==> src/rtl/core/prfd_pkg.sv <==
// Package for the packet relay filter: verdict codes, defaults and the CRC-32 byte step.
`default_nettype none
package prfd_pkg;

  typedef enum logic [2:0] {
    V_RELAY  = 3'd0,
    V_SHORT  = 3'd1,
    V_FORMAT = 3'd2,
    V_HOPS   = 3'd3,
    V_DUP    = 3'd4,
    V_LONG   = 3'd5
  } verdict_e;

  localparam int unsigned DEDUP_ENTRIES_DEF = 32;
  localparam int unsigned MAX_LEN_DEF       = 255;

  localparam logic [31:0] CRC_INIT   = 32'hFFFF_FFFF;
  localparam logic [31:0] CRC_POLY   = 32'hEDB8_8320;
  localparam logic [8:0]  COUNT_CAP  = 9'd256;
  localparam int unsigned FORMAT_BIT = 7;

  localparam logic [7:0]  HOP_LIMIT_RST = 8'd16;
  localparam logic [31:0] TTL_RST       = 32'd10000;

  localparam int unsigned PADDR_BITS    = 3;
  localparam logic        REG_HOP_LIMIT = 1'b0;
  localparam logic        REG_TTL       = 1'b1;

  // Reflected CRC-32, one byte, bit at a time.
  function automatic logic [31:0] crc_feed(input logic [31:0] crc, input logic [7:0] b);
    logic [31:0] c;
    c = crc ^ {24'd0, b};
    for (int k = 0; k < 8; k++) begin
      c = (c >> 1) ^ (c[0] ? CRC_POLY : 32'd0);
    end
    return c;
  endfunction

endpackage
`default_nettype wire

==> src/rtl/core/packet_relay_filter_dedup.sv <==
// Packet relay filter: byte-wise CRC-32 front end and a ring-memory duplicate scan.
// Path: a drop decided by length, format or hop limit passes from the job slot through the
// IDLE and RESULT states to the output register; a relay candidate first scans every ring entry.
// Throughput: one byte per cycle; the last byte of a packet waits while the previous
// packet's job is still held, and the job stays held while the scan walks every entry
// through the single read port of the ring memory, once per entry.
// Reset: asynchronous, active low; clears control, CRC, registers and the ring valid bits.
`default_nettype none
module packet_relay_filter_dedup #(
  parameter int unsigned DEDUP_ENTRIES = prfd_pkg::DEDUP_ENTRIES_DEF,
  parameter int unsigned MAX_LEN       = prfd_pkg::MAX_LEN_DEF
) (
  input  wire logic        clk_i,
  input  wire logic        rst_ni,
  // byte input
  input  wire logic        in_valid_i,
  output logic             in_ready_o,
  input  wire logic [7:0]  data_byte_i,
  input  wire logic        last_byte_i,
  input  wire logic [31:0] now_ms_i,
  // verdict output
  output logic             out_valid_o,
  input  wire logic        out_ready_i,
  output logic [2:0]       verdict_o,
  output logic [7:0]       new_hop_count_o,
  output logic [31:0]      packet_hash_o,
  // configuration
  input  wire logic        psel,
  input  wire logic        penable,
  input  wire logic        pwrite,
  input  wire logic [prfd_pkg::PADDR_BITS-1:0] paddr,
  input  wire logic [31:0] pwdata,
  output logic [31:0]      prdata,
  output logic             pready
);
  import prfd_pkg::*;

  localparam int unsigned IDXW = (DEDUP_ENTRIES > 1) ? $clog2(DEDUP_ENTRIES) : 1;
  localparam int unsigned CNTW = $clog2(DEDUP_ENTRIES + 1);

  localparam logic [1:0] ST_IDLE   = 2'd0;
  localparam logic [1:0] ST_SCAN   = 2'd1;
  localparam logic [1:0] ST_RESULT = 2'd2;

  // ---------------------------------------------------------------------------
  // Configuration registers. pready is tied high, so a write completes on the
  // access phase. Only the word index (paddr[2]) selects the register.
  // ---------------------------------------------------------------------------
  logic [7:0]  hop_limit_q;
  logic [31:0] ttl_q;
  logic        cfg_we;

  assign pready = 1'b1;
  assign cfg_we = psel && penable && pwrite && pready;

  always_ff @(posedge clk_i or negedge rst_ni) begin
    if (!rst_ni) begin
      hop_limit_q <= HOP_LIMIT_RST;
      ttl_q       <= TTL_RST;
    end else if (cfg_we) begin
      if (paddr[2] == REG_HOP_LIMIT) hop_limit_q <= pwdata[7:0];
      else                           ttl_q       <= pwdata;
    end
  end

  assign prdata = (paddr[2] == REG_TTL) ? ttl_q : {24'd0, hop_limit_q};

  // ---------------------------------------------------------------------------
  // Front end: one byte per transfer. Run the CRC, count bytes (saturating),
  // keep the marker and hop bytes. On the last byte, hand a job to the back end
  // and return to the start-of-packet state.
  // ---------------------------------------------------------------------------
  logic [31:0] crc_q, crc_d;
  logic [8:0]  cnt_q, cnt_d;
  logic [7:0]  marker_q, marker_d;
  logic [7:0]  hop_q, hop_d;
  logic        in_xfer;

  // job slot between front end and scan
  logic        job_vld_q;
  logic [31:0] job_hash_q;
  logic        job_long_q;
  logic        job_short_q;
  logic        job_fmt_q;
  logic [7:0]  job_hop_q;
  logic [31:0] job_now_q;
  logic        job_done;

  // A last byte needs a free job slot; other bytes always flow.
  assign in_ready_o = !job_vld_q || !last_byte_i;
  assign in_xfer    = in_valid_i && in_ready_o;

  always_comb begin
    crc_d    = crc_feed(crc_q, data_byte_i);
    cnt_d    = (cnt_q == COUNT_CAP) ? cnt_q : cnt_q + 9'd1;
    marker_d = (cnt_q == 9'd0) ? data_byte_i : marker_q;
    hop_d    = (cnt_q == 9'd1) ? data_byte_i : hop_q;
  end

  always_ff @(posedge clk_i or negedge rst_ni) begin
    if (!rst_ni) begin
      crc_q    <= CRC_INIT;
      cnt_q    <= '0;
      marker_q <= '0;
      hop_q    <= '0;
    end else if (in_xfer) begin
      if (last_byte_i) begin
        crc_q    <= CRC_INIT;
        cnt_q    <= '0;
        marker_q <= '0;
        hop_q    <= '0;
      end else begin
        crc_q    <= crc_d;
        cnt_q    <= cnt_d;
        marker_q <= marker_d;
        hop_q    <= hop_d;
      end
    end
  end

  always_ff @(posedge clk_i or negedge rst_ni) begin
    if (!rst_ni) begin
      job_vld_q <= 1'b0;
    end else if (in_xfer && last_byte_i) begin
      job_vld_q <= 1'b1;
    end else if (job_done) begin
      job_vld_q <= 1'b0;
    end
  end

  always_ff @(posedge clk_i) begin
    if (in_xfer && last_byte_i) begin
      job_hash_q  <= ~crc_d;
      job_long_q  <= cnt_d > 9'(MAX_LEN);
      job_short_q <= cnt_d < 9'd2;
      job_fmt_q   <= marker_d[FORMAT_BIT];
      job_hop_q   <= hop_d;
      job_now_q   <= now_ms_i;
    end
  end

  // ---------------------------------------------------------------------------
  // Back end: ring of {hash, time} in a synchronous memory, one read a cycle.
  // IDLE applies the cheap checks; SCAN walks every entry and accumulates a
  // hit; RESULT loads the output register and, on relay, writes the ring.
  // Entries never written read as hash zero, time zero through the valid bits.
  // ---------------------------------------------------------------------------
  logic [63:0]              ring_mem [DEDUP_ENTRIES];
  logic [DEDUP_ENTRIES-1:0] ent_vld_q;
  logic [IDXW-1:0]          ring_pos_q;

  logic [1:0]      state_q;
  logic [CNTW-1:0] scan_cnt_q;
  logic            rd_en;
  logic [IDXW-1:0] rd_addr;
  logic [63:0]     rd_ent_q;
  logic            rd_ent_vld_q;
  logic            rd_vld_q;
  logic [31:0]     rd_hash, rd_time;
  logic            match;
  logic            hit_q;
  verdict_e        pre_verdict_q;
  verdict_e        pre_verdict;
  verdict_e        fin_verdict;
  logic            out_load;
  logic            ring_we;

  assign rd_en   = (state_q == ST_SCAN) && (scan_cnt_q < CNTW'(DEDUP_ENTRIES));
  assign rd_addr = scan_cnt_q[IDXW-1:0];

  always_ff @(posedge clk_i) begin
    if (rd_en) begin
      rd_ent_q <= ring_mem[rd_addr];
    end
    if (ring_we) begin
      ring_mem[ring_pos_q] <= {job_hash_q, job_now_q};
    end
  end

  assign rd_hash = rd_ent_vld_q ? rd_ent_q[63:32] : 32'd0;
  assign rd_time = rd_ent_vld_q ? rd_ent_q[31:0]  : 32'd0;
  // wrapping age against the TTL; a zero TTL never matches
  assign match   = rd_vld_q && (rd_hash == job_hash_q) && ((job_now_q - rd_time) < ttl_q);

  always_comb begin
    if (job_long_q)                   pre_verdict = V_LONG;
    else if (job_short_q)             pre_verdict = V_SHORT;
    else if (!job_fmt_q)              pre_verdict = V_FORMAT;
    else if (job_hop_q >= hop_limit_q) pre_verdict = V_HOPS;
    else                              pre_verdict = V_RELAY;
  end

  assign fin_verdict = (pre_verdict_q == V_RELAY && hit_q) ? V_DUP : pre_verdict_q;
  assign out_load    = (state_q == ST_RESULT) && (!out_valid_o || out_ready_i);
  assign ring_we     = out_load && (fin_verdict == V_RELAY);
  assign job_done    = out_load;

  always_ff @(posedge clk_i or negedge rst_ni) begin
    if (!rst_ni) begin
      state_q       <= ST_IDLE;
      scan_cnt_q    <= '0;
      rd_vld_q      <= 1'b0;
      rd_ent_vld_q  <= 1'b0;
      hit_q         <= 1'b0;
      pre_verdict_q <= V_RELAY;
      ent_vld_q     <= '0;
      ring_pos_q    <= '0;
    end else begin
      rd_vld_q <= rd_en;
      if (rd_en) begin
        rd_ent_vld_q <= ent_vld_q[rd_addr];
      end
      case (state_q)
        ST_IDLE: begin
          if (job_vld_q) begin
            pre_verdict_q <= pre_verdict;
            hit_q         <= 1'b0;
            scan_cnt_q    <= '0;
            state_q       <= (pre_verdict == V_RELAY) ? ST_SCAN : ST_RESULT;
          end
        end
        ST_SCAN: begin
          // fold in the entry read last cycle; finish once the last one is compared
          hit_q <= hit_q || match;
          if (scan_cnt_q == CNTW'(DEDUP_ENTRIES)) begin
            state_q <= ST_RESULT;
          end else begin
            scan_cnt_q <= scan_cnt_q + CNTW'(1);
          end
        end
        ST_RESULT: begin
          if (out_load) begin
            state_q <= ST_IDLE;
          end
        end
        default: begin
          state_q <= ST_IDLE;
        end
      endcase
      if (ring_we) begin
        ent_vld_q[ring_pos_q] <= 1'b1;
        ring_pos_q <= (ring_pos_q == IDXW'(DEDUP_ENTRIES - 1)) ? '0 : ring_pos_q + IDXW'(1);
      end
    end
  end

  // ---------------------------------------------------------------------------
  // Output register: hold the verdict until transfer.
  // ---------------------------------------------------------------------------
  always_ff @(posedge clk_i or negedge rst_ni) begin
    if (!rst_ni) begin
      out_valid_o <= 1'b0;
    end else if (out_load) begin
      out_valid_o <= 1'b1;
    end else if (out_ready_i) begin
      out_valid_o <= 1'b0;
    end
  end

  always_ff @(posedge clk_i) begin
    if (out_load) begin
      verdict_o       <= fin_verdict;
      new_hop_count_o <= (fin_verdict == V_RELAY) ? job_hop_q + 8'd1 : 8'd0;
      packet_hash_o   <= job_hash_q;
    end
  end

`ifndef SYNTHESIS
  // a last byte only enters a free job slot
  a_job_free: assert property (@(posedge clk_i) disable iff (!rst_ni)
    (in_valid_i && in_ready_o && last_byte_i) |-> !job_vld_q)
    else $error("last byte accepted while job slot busy");

  // the scan and result states always work on a held job
  a_job_held: assert property (@(posedge clk_i) disable iff (!rst_ni)
    (state_q == ST_SCAN || state_q == ST_RESULT) |-> job_vld_q)
    else $error("back end active without a job");

  // only relayed packets are written into the ring
  a_ring_relay: assert property (@(posedge clk_i) disable iff (!rst_ni)
    ring_we |-> (pre_verdict_q == V_RELAY && !hit_q))
    else $error("ring written for a dropped packet");

  // a relayed hop count is below the hop limit, so its increment never wraps
  a_relay_hop: assert property (@(posedge clk_i) disable iff (!rst_ni)
    (out_valid_o && verdict_o == V_RELAY) |-> (new_hop_count_o != 8'd0))
    else $error("relayed hop count wrapped");

  // the scan counter stops at the entry count
  a_scan_bound: assert property (@(posedge clk_i) disable iff (!rst_ni)
    scan_cnt_q <= CNTW'(DEDUP_ENTRIES))
    else $error("scan counter overran");
`endif

endmodule
`default_nettype wire
==> config.mk <==
export PLATFORM = sky130hd
export DESIGN_NAME = packet_relay_filter_dedup
export DESIGN_NICKNAME = d
export VERILOG_FILES = /design/src/rtl/core/prfd_pkg.sv /design/src/rtl/core/packet_relay_filter_dedup.sv
export SDC_FILE = /design/constraint.sdc
export NUM_CORES = 2
export LEC_CHECK = 0
export BUFFER_PORTS_ARGS = -buffer_cell sky130_fd_sc_hd__buf_4
export CORE_MARGIN = 2
export CORE_UTILIZATION = 37
export DETAILED_ROUTE_END_ITERATION = 8
export HOLD_SLACK_MARGIN = 0.06
export SYNTH_ARGS = -nofsm -noshare
export SYNTH_HDL_FRONTEND = slang
export SYNTH_SLANG_ARGS = --single-unit
==> constraint.sdc <==
create_clock -name clk_i -period 5.95 [get_ports clk_i]
set_input_delay 0.2975 -clock clk_i [delete_from_list [all_inputs] [get_ports clk_i]]
set_output_delay 0.2975 -clock clk_i [all_outputs]
set_load 0.01 [all_outputs]
==> out/results.txt <==
The longest clock path from root to sink contains 3 buffers. The area share of and/or/nand/nor cells after synthesis works out to 2.034%. By count the netlist is led by edfxtp_1 (2230), mux4_2 (649), mux2_2 (115). The post-route fraction of the period consumed by the critical path is 87.14%, and the total wire length after detailed routing is 243700 um. Maximum number of pins on one net before global-route repair: 106. Final-report hold violation count: 0. Multiplexer cells account for 17.09% of the synthesized area. The die is 506.1 um wide.

The synthesized design contains 2373 register bits. Number of nets still failing antenna checks after routing: 0. The clock share of power is 34.7%, and the peak per-stage delay on the critical path is 1.04 ns. In the synthesized netlist the async set-or-reset flop fraction comes to 6.026%.

The post-synthesis share of cell area spent on xor and xnor gates works out to 1.129%. The global-route wire length before repair was 345600 um; the measured slew at the worst slew-check pin was 1.262 ns. The overall die area came out at 256100 um2.

The logs give 45.24k for the routed via count and 2373 for the clock net sink count. Of all nets on the critical path, the largest fanout is 33. Measured along the y axis, the die boundary spans 506.1 um.

The run gives 46.30k as the number of global-route vias before repair. The type of element launching the critical path is a register. The number of placed instances, taps included, is 7719.

Setup repair after global routing left no endpoint under its margin. The number of setup buffers added after CTS is 0. Across the routed clock network, the largest skew measured is 0.05973 ns. The final layout contains 4846 nets. The routed length per instance works out to 29.62 um. Of the synthesized area, sequential elements account for 75.68%. The prevailing post-synth register cell was edfxtp_1. For the worst setup path, the data arrival time is 5.97 ns. The later pin in the worst-skew pair is clocked with a latency of 0.89 ns. Static timing analysis puts the maximum clock frequency at 192.9 MHz. Among all stages on the critical path, the largest delay is contributed by edfxtp_1. Buffers inserted during clock tree synthesis total 228. By area the synthesized netlist is led by edfxtp_1 (72%), mux4_2 (16%), dfrtp_1 (2.8%).

After technology mapping, the gate count stands at 4236. The time the worst path needs with I/O delays and setup is 5.185 ns. The pre-antenna-repair detailed-routing pass consisted of 6 iterations. The largest total area in the synthesized netlist belongs to edfxtp_1. The class of the most critical setup path is reg -> reg. The power per unit of standard cell area works out to 399.1 nW/um2.

In this run, synthesis inferred 2230 flip-flops with an integrated enable. The cell seen most often among critical-path stages is nand3_1. The number of pins with negative max-slew slack in the final report was 0. The run finished with clean final reports. The mapped netlist covers 93280 um2. After global routing the overflow that remains totals 0. The arithmetic-cell share of the synthesized area counting full adders, half adders and majority gates was 1.135%.

In the routed layout, each cell is associated on average with a via count of 5.499. The fraction of final layout cells sized beyond drive strength 1 was 32.25%. In this run the worst hold path is classified as in -> reg. A synthesized cell averages 22.02 um2. Global routing used 18.83% of the available tracks. The part of the power in registers was 47.7%.

Traced cell by cell, the critical path runs through ha_1, and3_1, a221oi_2, nor4b_1, o21ai_0, nand3_1, a31o_2, o22a_1, xor2_1, ha_1, nand3_1, o2111ai_1, nand4b_1, or3_1, nor4_1, nand3_1, o21ai_0. Summed over all nets, the half-perimeter wirelength after detailed placement is 134100 um. After routing, the total negative slack on setup checks comes to 0 ns. For the initial cell density of the core, the log shows 37.17%. TritonCTS built the clock tree. Combinational logic burns 17.5% of the power. The leakage component of the power was 34.22 nW.

Clock-pin slew was measured on the worst setup and hold paths at 0.07 ns. The internal power summed over all cells was 31.88 mW; the growth of design area from synthesis to finish was 16.20%. The logs give 0 for the yosys synthesis warning count and 0 for the number of max-cap violations.

The worst-case IR drop observed on VDD is 0.0003411 V. Routability-driven placement finished with a final weighted congestion of 0.8528. The complex-gate fraction of the synthesized area was 1.756%; the number of unique standard cell types used by synthesis was 73.

Setup violations remaining at the end of the flow were counted as 0. edfxtp_1 is the most common cell in the netlist. After synthesis, the largest area contributor takes up 71.79% of total cell area. The tools report the site row count as 184.

The logs give 4 for the H-tree depth reported by CTS and 161 for the boundary pin count. The run gives 0 as the number of remaining DRC errors. Clock tree synthesis selected as its root buffer the cell clkbuf_16.

The required arrival time at the worst endpoint is 6.73 ns. The largest family of logic cells by synthesized area was multiplexers. The run gives 15.89% as the worst slew slack as a fraction of its limit. The fraction of power spent switching nets was 26.29%.

The analysis attributes to net switching a power of 11.37 mW. The worst setup path is captured at a register. Initial antenna violation count: 4. Input and output buffers added on the ports amount to 157.

The number of nets handed over by synthesis was 4403. Summing all placed instances gives a cell area of 99750 um2. With fillers left out, the area of the finished cells amounts to 108400 um2. The count of cells in the finished layout, fillers not included, comes to 8227. After the first detailed-routing iteration, the DRC count stood at 4867. The run gives 250900 um2 as the core footprint.
-- registers in the layout, indices dropped and copies added (netlist names), 32 cells and up --
signal         cells
job_now_q         32
job_hash_q        32
crc_q             32
ring_mem        2048
ent_vld_q         32
packet_hash_o     32
rd_ent_q          64
ttl_q             32
-- critical path, delay by kind of cell, from the launching register on --
family | cells | cell delay [ns]
AOI/OAI and AO/OA | 6 | 1.06
xor gates and xnor gates | 1 | 0.15
adders and majority gates | 2 | 0.63
DFF | 1 | 1.04
and+or+nand+nor | 8 | 2.18
-- power groups by stage --
stage	combinational, mW	sequential [mW]	clock, mW
finish	7.59	20.6	15.0
global placement	7.48	21.0	0
detailed placement	7.59	21.0	0
floorplan	4.56	21.2	0
CTS	7.67	20.7	15.3
global route	8.16	20.7	15.9
-- through the flow --
step	utilization (%)	power, mW	hold slack [ns]	setup WS [ns]
2_1_floorplan	-	25.78	0.001909	1.479
3_3_place_gp	39.75	28.44	0.3927	1.010
3_5_place_dp	39.75	28.59	0.3859	0.9527
4_1_cts	43.19	43.61	0.08051	0.8668
5_1_grt	43.19	44.79	0.1179	0.4154
6_report	43.19	43.26	0.1445	0.7651
-- repair_timing --
item | 4_1_cts | 5_1_grt
hold buffers | 78 | 0
gates resized for setup | 0 | 0
endpoints found under the hold margin | 178 | 0
-- final cells by class --
class | instances | area [um2]
Sequential cell | 2373 | 70610
Multi-Input combinational cell | 1600 | 21850
Tap cell | 3348 | 4189
Clock inverter | 138 | 1645
Timing Repair Buffer | 401 | 3615
Antenna cell | 4 | 10.01
Clock buffer | 288 | 6185
Fill cell | 21428 | 142600
Inverter | 75 | 281.5
-- metal layers --
| layer | track usage, % | vias to the layer above | routed length [um] |
|---|---|---|---|
| li1 | - | 18551 | - |
| met1 | 24.81 | 24797 | 97940 |
| met2 | 31.87 | 1499 | 123300 |
| met3 | 2.327 | 388 | 12520 |
| met4 | 7.438 | 4 | 9868 |
| met5 | 0 | - | 27 |
-- final timing paths --
check	slack (ns)	startpoint	end	depth (start not counted)
max in group asynchronous	4.29	rst_ni	scan_cnt_q[1]	4
hold reg to reg	0.46	ent_vld_q[31]	ent_vld_q[31]	1
setup reg to reg	0.77	job_now_q[3]	hit_q	17
hold / removal	0.14	now_ms_i[14]	job_now_q[14]	2
setup / recovery	0.77	job_now_q[3]	hit_q	17
min in group asynchronous	0.61	rst_ni	ttl_q[13]	3
-- cell families after synthesis --
logic type	count (synthesis)
AO/OA/AOI/OAI	245
XOR/XNOR	116
adder cells (fa/ha/maj)	84
buffers and inverters	263
flip-flops	2373
multiplexers	767
other	1
AND/OR/NAND/NOR	387
-- cells in the final DEF (no fill, tap or decap), drive strengths merged, types with 6 or more instances in the layout --
cell            n
edfxtp       2230
mux4          649
buf           324
clkbuf        288
mux2          115
nor2          111
dfrtp         105
nand2          96
clkinv         92
ha             83
inv            83
a21oi          77
dlygate4sd3    77
xnor2          77
o21ai          43
xor2           39
dfstp          38
or2            37
bufinv         31
and2           28
a21o           25
nand3          25
and3           17
nor3           11
a22o           11
a22oi          11
nor4           11
nand2b         10
o31ai          10
nand4          10
o22ai          10
nor2b           9
nand3b          8
clkinvlp        7
a211oi          6
o21bai          6
Power figures use the tool's default switching activity.
